==> src/rtl/skat_pkg.sv <==
// ----------------------------------------------------------------------------
// skat_pkg: shared constants for the spi keyed association table
// Sizes of the table and its entries, operation codes and status codes.
// ----------------------------------------------------------------------------
`default_nettype none

package skat_pkg;

  localparam int CAPACITY = 64;
  localparam int ADDR_W   = $clog2(CAPACITY);
  localparam int COUNT_W  = $clog2(CAPACITY + 1);
  localparam int KEY_W    = 32;
  localparam int HANDLE_W = 16;
  localparam int ENTRY_W  = KEY_W + HANDLE_W;

  localparam int MODE_W   = 2;
  localparam int STATUS_W = 2;

  // operation codes
  localparam logic [MODE_W-1:0] MODE_ADD    = 2'd0;
  localparam logic [MODE_W-1:0] MODE_REMOVE = 2'd1;
  localparam logic [MODE_W-1:0] MODE_FIND   = 2'd2;

  // status codes
  localparam logic [STATUS_W-1:0] ST_OK   = 2'd0;
  localparam logic [STATUS_W-1:0] ST_FULL = 2'd1;
  localparam logic [STATUS_W-1:0] ST_MISS = 2'd2;

endpackage

`default_nettype wire

==> src/rtl/spi_keyed_association_table.sv <==
// ----------------------------------------------------------------------------
// spi_keyed_association_table: insertion-ordered table of spi key / handle
// Add appends, find returns the oldest match, remove takes out the oldest
// match and moves later entries down one place. Entries live in one ram.
// ----------------------------------------------------------------------------
//
//  channel   direction  handshake              payload
//  command   in         start, busy            mode_i, spi_key_i, entry_handle_i
//  result    out        done_o (one cycle)     status_o, result_handle_o,
//                                              entry_count_o
//
//  add and no-op words finish in idle: done_o follows the accepting edge.
//  find scans the ram one entry a cycle with a one-deep read pipeline,
//  and stops at the first hit or once every filled place is compared.
//  remove moves each later entry down one place (read, then write through the
//  single ram port pair), then closes. busy is high for find and remove from
//  acceptance until the cycle done_o is shown; reset clears control and the
//  fill count, not the ram, whose contents are never read unwritten below it.
//  the receiver cannot stall: a result is shown for exactly one cycle.
// ----------------------------------------------------------------------------
`default_nettype none

module spi_keyed_association_table (
  input  wire logic                             clk_i,
  input  wire logic                             rst_ni,
  input  wire logic                             start,
  output logic                                  busy,
  input  wire logic [skat_pkg::MODE_W-1:0]      mode_i,
  input  wire logic [skat_pkg::KEY_W-1:0]       spi_key_i,
  input  wire logic [skat_pkg::HANDLE_W-1:0]    entry_handle_i,
  output logic                                  done_o,
  output logic [skat_pkg::STATUS_W-1:0]         status_o,
  output logic [skat_pkg::HANDLE_W-1:0]         result_handle_o,
  output logic [skat_pkg::COUNT_W-1:0]          entry_count_o
);

  typedef enum logic [1:0] {
    S_IDLE,
    S_SCAN,
    S_SHIFT_RD,
    S_SHIFT_WR
  } state_e;

  state_e                            state_q;
  logic [skat_pkg::MODE_W-1:0]       mode_q;
  logic [skat_pkg::KEY_W-1:0]        key_q;
  logic [skat_pkg::COUNT_W-1:0]      count_q;
  logic [skat_pkg::COUNT_W-1:0]      rd_idx_q;
  logic                              cmp_vld_q;
  logic [skat_pkg::COUNT_W-1:0]      cmp_idx_q;
  logic [skat_pkg::COUNT_W-1:0]      j_q;
  logic                              done_q;
  logic [skat_pkg::STATUS_W-1:0]     status_q;
  logic [skat_pkg::HANDLE_W-1:0]     rh_q;

  logic                              accept;
  logic                              full;
  logic [skat_pkg::COUNT_W-1:0]      j_next;
  logic                              ram_we;
  logic [skat_pkg::ADDR_W-1:0]       ram_waddr;
  logic [skat_pkg::ADDR_W-1:0]       ram_raddr;
  logic [skat_pkg::ENTRY_W-1:0]      ram_wdata;
  logic [skat_pkg::ENTRY_W-1:0]      ram_rdata;
  logic [skat_pkg::KEY_W-1:0]        rd_key;
  logic [skat_pkg::HANDLE_W-1:0]     rd_hnd;
  logic                              key_hit;

  assign busy    = (state_q != S_IDLE);
  assign accept  = start && !busy;
  assign full    = (count_q >= skat_pkg::COUNT_W'(skat_pkg::CAPACITY));
  assign j_next  = j_q + 1'b1;
  assign rd_key  = ram_rdata[skat_pkg::ENTRY_W-1:skat_pkg::HANDLE_W];
  assign rd_hnd  = ram_rdata[skat_pkg::HANDLE_W-1:0];
  // compare unit: the entry read in the previous cycle against the search key
  assign key_hit = cmp_vld_q && (rd_key == key_q);

  always_comb begin
    ram_we    = 1'b0;
    ram_waddr = count_q[skat_pkg::ADDR_W-1:0];
    ram_wdata = {spi_key_i, entry_handle_i};
    ram_raddr = rd_idx_q[skat_pkg::ADDR_W-1:0];
    unique case (state_q)
      S_IDLE: begin
        ram_we = accept && (mode_i == skat_pkg::MODE_ADD) && !full;
      end
      S_SHIFT_RD: begin
        ram_raddr = j_next[skat_pkg::ADDR_W-1:0];
      end
      S_SHIFT_WR: begin
        // entry j+1 read last cycle moves down to j
        ram_we    = 1'b1;
        ram_waddr = j_q[skat_pkg::ADDR_W-1:0];
        ram_wdata = ram_rdata;
      end
      default: begin
      end
    endcase
  end

  skat_ram #(
    .WIDTH (skat_pkg::ENTRY_W),
    .DEPTH (skat_pkg::CAPACITY)
  ) u_store (
    .clk_i   (clk_i),
    .we_i    (ram_we),
    .waddr_i (ram_waddr),
    .wdata_i (ram_wdata),
    .raddr_i (ram_raddr),
    .rdata_o (ram_rdata)
  );

  always_ff @(posedge clk_i or negedge rst_ni) begin
    if (!rst_ni) begin
      state_q   <= S_IDLE;
      count_q   <= '0;
      cmp_vld_q <= 1'b0;
      rd_idx_q  <= '0;
      done_q    <= 1'b0;
      status_q  <= skat_pkg::ST_OK;
      rh_q      <= '0;
    end else begin
      done_q <= 1'b0;
      unique case (state_q)
        S_IDLE: begin
          if (accept) begin
            mode_q    <= mode_i;
            key_q     <= spi_key_i;
            rd_idx_q  <= '0;
            cmp_vld_q <= 1'b0;
            case (mode_i) inside
              skat_pkg::MODE_ADD: begin
                done_q <= 1'b1;
                if (full) begin
                  status_q <= skat_pkg::ST_FULL;
                  rh_q     <= '0;
                end else begin
                  status_q <= skat_pkg::ST_OK;
                  rh_q     <= entry_handle_i;
                  count_q  <= count_q + 1'b1;
                end
              end
              skat_pkg::MODE_REMOVE, skat_pkg::MODE_FIND: begin
                state_q <= S_SCAN;
              end
              default: begin
                done_q   <= 1'b1;
                status_q <= skat_pkg::ST_OK;
                rh_q     <= '0;
              end
            endcase
          end
        end
        S_SCAN: begin
          if (key_hit) begin
            rh_q      <= rd_hnd;
            cmp_vld_q <= 1'b0;
            if (mode_q == skat_pkg::MODE_FIND) begin
              done_q   <= 1'b1;
              status_q <= skat_pkg::ST_OK;
              state_q  <= S_IDLE;
            end else begin
              j_q     <= cmp_idx_q;
              state_q <= S_SHIFT_RD;
            end
          end else if (rd_idx_q < count_q) begin
            cmp_vld_q <= 1'b1;
            cmp_idx_q <= rd_idx_q;
            rd_idx_q  <= rd_idx_q + 1'b1;
          end else begin
            // nothing left to read and no pending compare hit
            cmp_vld_q <= 1'b0;
            done_q    <= 1'b1;
            status_q  <= skat_pkg::ST_MISS;
            rh_q      <= '0;
            state_q   <= S_IDLE;
          end
        end
        S_SHIFT_RD: begin
          if (j_next < count_q) begin
            state_q <= S_SHIFT_WR;
          end else begin
            count_q  <= count_q - 1'b1;
            done_q   <= 1'b1;
            status_q <= skat_pkg::ST_OK;
            state_q  <= S_IDLE;
          end
        end
        S_SHIFT_WR: begin
          j_q     <= j_next;
          state_q <= S_SHIFT_RD;
        end
        default: begin
          state_q <= S_IDLE;
        end
      endcase
    end
  end

  assign done_o          = done_q;
  assign status_o        = status_q;
  assign result_handle_o = rh_q;
  assign entry_count_o   = count_q;

  // a result is only shown once the sequencer is back at rest
  a_done_idle : assert property (@(posedge clk_i) disable iff (!rst_ni)
    done_o |-> !busy)
    else $error("result shown while busy");

  a_count_cap : assert property (@(posedge clk_i) disable iff (!rst_ni)
    count_q <= skat_pkg::COUNT_W'(skat_pkg::CAPACITY))
    else $error("fill count above capacity");

  a_fail_zero : assert property (@(posedge clk_i) disable iff (!rst_ni)
    (done_o && (status_o != skat_pkg::ST_OK)) |-> (result_handle_o == '0))
    else $error("nonzero handle on failed operation");

  // fill count moves only together with a result word
  a_count_step : assert property (@(posedge clk_i) disable iff (!rst_ni)
    (count_q != $past(count_q)) |-> done_o)
    else $error("fill count changed without a result");

  a_shift_wr : assert property (@(posedge clk_i) disable iff (!rst_ni)
    (state_q == S_SHIFT_WR) |-> (j_next < count_q))
    else $error("shift write beyond the filled part");

endmodule

`default_nettype wire

==> src/rtl/skat_ram.sv <==
// ----------------------------------------------------------------------------
// skat_ram: generic simple dual port ram
// One write port and one read port, read data registered.
// ----------------------------------------------------------------------------
`default_nettype none

module skat_ram #(
  parameter int WIDTH = 8,
  parameter int DEPTH = 16
) (
  input  wire logic                     clk_i,
  input  wire logic                     we_i,
  input  wire logic [$clog2(DEPTH)-1:0] waddr_i,
  input  wire logic [WIDTH-1:0]         wdata_i,
  input  wire logic [$clog2(DEPTH)-1:0] raddr_i,
  output logic      [WIDTH-1:0]         rdata_o
);

  logic [WIDTH-1:0] mem_q [DEPTH];

  always_ff @(posedge clk_i) begin
    if (we_i) begin
      mem_q[waddr_i] <= wdata_i;
    end
    rdata_o <= mem_q[raddr_i];
  end

endmodule

`default_nettype wire

==> config.mk <==
export PLATFORM = sky130hd
export DESIGN_NAME = spi_keyed_association_table
export DESIGN_NICKNAME = d
export VERILOG_FILES = /design/src/rtl/skat_pkg.sv /design/src/rtl/spi_keyed_association_table.sv /design/src/rtl/skat_ram.sv
export SDC_FILE = /design/constraint.sdc
export NUM_CORES = 2
export LEC_CHECK = 0
export BUFFER_PORTS_ARGS = -buffer_cell sky130_fd_sc_hd__buf_2
export CORE_AREA = 2 2 482 484
export CTS_CLUSTER_DIAMETER = 150
export DETAILED_ROUTE_END_ITERATION = 8
export DIE_AREA = 0 0 484 486
export PLACE_DENSITY = 0.69
export SLEW_MARGIN = 20
export SYNTH_ARGS = -nofsm -noshare
export SYNTH_HDL_FRONTEND = slang
export SYNTH_SLANG_ARGS = --single-unit
==> constraint.sdc <==
create_clock -name clk_i -period 5.9 [get_ports clk_i]
set_input_delay 0.59 -clock clk_i [delete_from_list [all_inputs] [get_ports clk_i]]
set_output_delay 0.59 -clock clk_i [all_outputs]
set_load 0.005 [all_outputs]
**Word-level counts from Yosys, hierarchy flattened**

Memories as Yosys holds them, arrays and structs flattened. A register that Yosys moved wholly into a read port is not among the register bits.
Index checks and enable logic that the tools add are counted.

- Add/sub/neg operators: 4
- Multiply operators: 0
- Div/mod/pow operators: 0
- $lt $le $gt $ge: 3
- Eq/ne operators: 20
- Shift operators: 0
- Multiplexer cells: 54
- Bitwise operators: 1
- Reduce and logical (&&, ||, !) cells: 23

Operators by type and width:

| cell | count |
|---|---|
| 16-bit two-way mux | 6 |
| 7-bit two-way mux | 9 |
| 48-bit two-way mux | 1 |
| 7-bit case mux with 2 select lines | 3 |
| 32-bit equality test | 1 |
| 16-bit case mux with 2 select lines | 1 |
| 2-bit two-way mux | 14 |
| 7-bit by 1-bit adder with 7-bit output (second input constant) | 3 |
| 4-bit AND reduction | 5 |
| 2-bit != test (second input constant) | 9 |
| 7-bit < comparator | 2 |
| 1-bit two-way mux | 13 |
| 6-bit two-way mux | 2 |
| 3-bit != test (second input constant) | 3 |
| 2-bit equality test (second input constant) | 4 |
| 2-bit case mux with 4 select lines | 1 |
| 2-bit nonzero test | 4 |
| 7-bit >= comparator (second input constant) | 1 |
| 7-bit by 1-bit subtractor with 7-bit output (second input constant) | 1 |
| 2-bit case mux with 3 select lines | 1 |
| 6-bit AND reduction | 1 |
| 5-bit AND reduction | 1 |
| 2-bit by 1-bit equality test with 1-bit output (second input constant) | 2 |
| 1-bit logical AND | 4 |
| other kinds (10) | 13 |

- Bits in registers: 84
- Bits in latches: 0
- RAM bits: 3072
- Memory bits (read-only): 0
- Output and inout bits: 27
- Memories: 1

Memory list:

| name | words | width | rd ports | clocked after Yosys merged registers in | write ports | RTL line | source |
|---|---|---|---|---|---|---|---|
| u_store.mem_q | 64 | 48 | 1 | 1 | 1 | skat_ram.sv:19 | `logic [WIDTH-1:0] mem_q [DEPTH];` |

**Logic depth before layout (Yosys ltp)**

- Depth after elaboration: 8
- Gate-level depth with buffers: 14

**By module**

A second synthesis with hierarchy kept.

- Cell total of the unflattened synthesis: 5446
- Area total of the unflattened synthesis: 122169.7 um2

Modules (own cells, without submodules):

| module | instances | cells an instance | area each (um2) | seq. area each (um2) |
|---|---|---|---|---|
| skat_ram | 1 | 4970 | 117117.3 | 93209.4 |
| spi_keyed_association_table | 1 | 476 | 5052.3 | 2342.2 |

**Least setup slack after synthesis**

OpenSTA, ideal clock, no wires.

- Kind: register to register
- From: register state_q[0]
- To: memory u_store.mem_q[14][0] (netlist bit) (enable)
- Setup time: 454 ps
- Data arrival time: 3711 ps
- Slack: 1735 ps
- Cell stages (with the launch flop): 10
- Period minus slack after synthesis: 4165 ps
- Path through: dfrtp_1 inv_1 ha_1 clkbuf_1 nand2_1 nor2_1 o21ai_0 nor2b_1 nand2_1 nor2_1

- Word-level cells in the longest chain between the ends: 8
- Elaborated cells on any way between the ends: 11

RTL lines:

| item | RTL line | source |
|---|---|---|
| start, declared | spi_keyed_association_table.sv:44 | `state_e state_q;` |
| start signal, assigned | spi_keyed_association_table.sv:114 | `state_q <= S_IDLE;` |
| start signal, assigned | spi_keyed_association_table.sv:143 | `state_q <= S_SCAN;` |
| start signal, assigned | spi_keyed_association_table.sv:160 | `state_q <= S_IDLE;` |
| 2-bit nonzero test | spi_keyed_association_table.sv:68 | `assign busy = (state_q != S_IDLE);` |
| 1-bit logical NOT | spi_keyed_association_table.sv:69 | `assign accept = start && !busy;` |
| 1-bit logical AND | spi_keyed_association_table.sv:69 |  |
| 1-bit logical AND (2 in a row) | spi_keyed_association_table.sv:84 | `ram_we = accept && (mode_i == skat_pkg::MODE_ADD) && !full;` |
| 1-bit case mux with 2 select lines | spi_keyed_association_table.sv:82 | `unique case (state_q)` |
| 1-bit two-way mux | skat_ram.sv:22 | `if (we_i) begin` |
| 1-bit two-way mux (not written as such) | skat_ram.sv:23 | `mem_q[waddr_i] <= wdata_i;` |
| end, declared | skat_ram.sv:19 |  |

Parallel ways exist; a longest one is shown, timed or not.

**Final worst setup path**

- From: register state_q[0]
- To: memory u_store.mem_q[28][4] (netlist bit) (enable)

The elaborated chain is that of the path after synthesis.

==> results by group <==
Clocking
  • Cts bufs inserted: 330
  • Post-cts resize count: 0
  • CTS tree: yes
  • Later-pin clock latency in the skew report: 0.96 ns
  • H-tree depth: 5
  • CTS sink count: 3204
  • Longest Clk Path Bufs: 4
  • Clock Pin Slew Worst Setup and Hold Paths: 0.06 ns
  • Clock root buffer: clkbuf_16

STA
  • Endpoints failing hold: 0
  • TNS Setup: 0 ns
  • Worst Tran Pin Value: 1.23 ns
  • Min Tclk post-route: 4.63 ns
  • Relative slew slack: 0.173
  • Setup violators final: 0
  • RSZ-0062 raised after global routing: false
  • Part of the cycle the worst path needs: 0.784
  • Fmax: 216 MHz
  • Worst Clk Skew: 0.0935 ns
  • Max-slew violations: 0

Floorplan
  • Die ar.: 0.235 mm²
  • # IOs: 80
  • Core area: 0.229 mm²
  • Die H: 486 µm
  • Die X: 484 µm
  • Starting Density: 0.539
  • # rows: 176

Logic synthesis
  • Yosys reg bits: 3204
  • Average size of a mapped cell: 20.4 µm²
  • Synth Instances: 6068
  • Syn. warnings: 0
  • Seq/Total Area, Yosys: 0.773
  • Synth top area share: 0.758
  • Post-synth top cells: 3120 x edfxtp_1, 739 x nand2_1, 717 x mux4_2
  • Most frequent cell after synthesis: edfxtp_1
  • Post-synthesis mux area share: 0.140
  • Largest family of logic cells by synthesized area: multiplexers
  • Distinct cells, synth: 57
  • Post-Synth Adder-Cell Area: 0.00259
  • Synth async-reset ratio: 0.0112
  • Compound-Gate Fraction of Synth Area: 0.0181
  • Synth Area in Simple Gates: 0.0479
  • EDFF count, synth: 3120
  • Top_reg_cell synth: edfxtp_1
  • Synth Area in XOR/XNOR: 0.00269
  • Mapped cell area: 0.124 mm²
  • Cell taking the most area after synthesis: edfxtp_1
  • Ranking of synthesized cells by area: edfxtp_1 76%, mux4_2 13%, nand2_1 2.2%
  • Syn nets: 6146

Global route
  • GR Util All Layers: 0.300
  • Initial antenna violation count: 3
  • Vias in the first global route: 64.2k
  • First-pass GRT wire length: 494000 µm
  • Largest net degree at the start of global routing: 131
  • Gr ovfl total: 0

Placement
  • Gpl congestion: 0.856
  • Post-DP Area: 0.129 mm²
  • Hpwl dp: 191000 µm
  • IO buf count: 79
  • Cell total after placement: 9050

Route
  • DRT Pass-1 Iters: 6
  • Total Wirelength: 354000 µm
  • Routed vias/inst: 6.78
  • DRC errors left: 0
  • Routed length on met2: 166000 µm
  • Violation count after the first detailed-route iteration: 10.9k
  • WL met3: 41100 µm
  • Top Metal Used: met5
  • M1 wire length: 128000 µm
  • Final ANT Viol Nets: 0
  • Drt wl/cell: 36.5 µm
  • Routed vias: 65.7k

Finish
  • Area delta synth->final: 13.3%
  • Area of the multi-input gates: 0.0270 mm²
  • Design area: 0.140 mm²
  • Final Non-Filler Cells: 9679
  • Fillers: 15.7k
  • Net count, final: 6482
  • Register area: 0.0956 mm²
  • Ratio of cells with drive above 1 in the final layout: 0.242

Pwr
  • Reg power frac: 0.439
  • Switching power: 16300 µW
  • Sw Ratio: 0.277
  • Leak: 0.0447 µW
  • Clk pwr share: 0.346
  • Part of the power in combinational logic: 0.216
  • Max VDD drop: 0.468 mV
  • Internal: 42700 µW
  • Pwr dens: 421 mW/mm²

Hold path
  • Hold Crit Class: in2reg

Worst setup path
  • Critical path class: reg2reg
  • Critical path endpoint category: flip-flop
  • Largest fanout on the critical path: 54
  • CP startpoint kind: flip-flop
  • Critical Path AT: 5.20 ns
  • CP Data Required Time: 6.47 ns

Status
  • Status: completed

Job
  • Max Cap Viol: 0
## stage by stage
step                 util  hold WS [ns]  worst slack [ns]  total power [µW]
finish              0.611        0.0692              1.27             59000
global route        0.611        0.0764              1.22             60700
CTS                 0.610       0.00994              1.47             59100
detailed placement  0.562         0.465              1.49             39000
global placement    0.562         0.463              1.54             38900
floorplan               -         0.294              1.74             35300
## layer usage
layer / vias to the layer above / global-route usage
li1: 25500 / -
met4: 4 / 0.138
met3: 858 / 0.0590
met2: 4775 / 0.465
met1: 34500 / 0.417
met5: - / 0
## flip-flops by register name (all words and copies together), names as in the netlist
signal / cells
u_store.mem_q: 3072
cmp_idx_q: 7
result_handle_o: 16
entry_count_o: 7
u_store.rdata_o: 48
state_q: 2
rd_idx_q: 7
mode_q: 2
cmp_vld_q: 1
j_q: 7
status_o: 2
key_q: 32
done_o: 1
## cells by family (layout without fill, tap and decap cells)
kind of cell | count (synthesis) | in the layout
xor gates and xnor gates | 38 | 38
adders and majority gates | 25 | 25
other | 0 | 1
and+or+nand+nor | 1318 | 1318
buffers and inverters | 362 | 946
DFF | 3204 | 3204
muxes | 831 | 831
AOI/OAI and AO/OA | 290 | 290
## cells in the final DEF (no fill, tap or decap), types with 47 or more instances in the layout
master,n
dfxtp_1,48
and2_1,49
a211oi_1,94
nor2_4,68
clkbuf_16,336
mux2i_1,56
a311oi_1,48
nand2_1,737
nand3_1,218
edfxtp_1,3120
nor4_1,53
dlygate4sd3_1,47
buf_4,152
nand4_1,63
clkinv_2,47
clkbuf_1,74
buf_12,58
and3_1,55
clkinv_1,50
buf_2,79
mux4_2,717
## final timing paths
kind / from / end / slack (ns) / depth (start not counted)
setup / recovery: state_q[0] / u_store.mem_q[28][4] / 1.27 / 6
hold / removal: entry_handle_i[8] / result_handle_o[8] / 0.07 / 3
setup reg to reg: state_q[0] / u_store.mem_q[28][4] / 1.27 / 6
hold reg to reg: result_handle_o[2] / result_handle_o[2] / 0.47 / 2
max in group asynchronous: rst_ni / entry_count_o[1] / 5.20 / 3
min in group asynchronous: rst_ni / rd_idx_q[4] / 0.29 / 3
## what timing repair did
action / CTS / global route
hold endpoints to repair: 82 / 0
setup buffers: 0 / 0
hold buffers: 47 / 0
## power by group through the flow
stage / combinational, µW / clock [µW] / sequential, µW
after CTS: 12700 / 20500 / 25900
after detailed placement: 12600 / 0 / 26400
after global placement: 12500 / 0 / 26400
after global routing: 13500 / 21400 / 25900
after floorplan: 9280 / 0 / 26000
final: 12700 / 20400 / 25900
## critical path, cell delays in order (launching register included)
cell and delay (ns):
dfrtp_1 0.44, ha_4 0.77, o21ai_0 0.63, nor2b_1 0.46
nand2_1 0.57, nor2_4 0.88, buf_12 0.40
## cell type report
| class | instances | share of cell area |
|---|---|---|
| diodes | 1 | 0.0000179 |
| clock buffers | 428 | 0.0638 |
| clock inverters | 152 | 0.0109 |
| inverters | 30 | 0.000822 |
| multi-input cells | 2502 | 0.193 |
| flip-flops and latches | 3204 | 0.682 |
| well taps | 3026 | 0.0270 |
| repair buffers | 336 | 0.0226 |
Power figures use the tool's default switching activity.
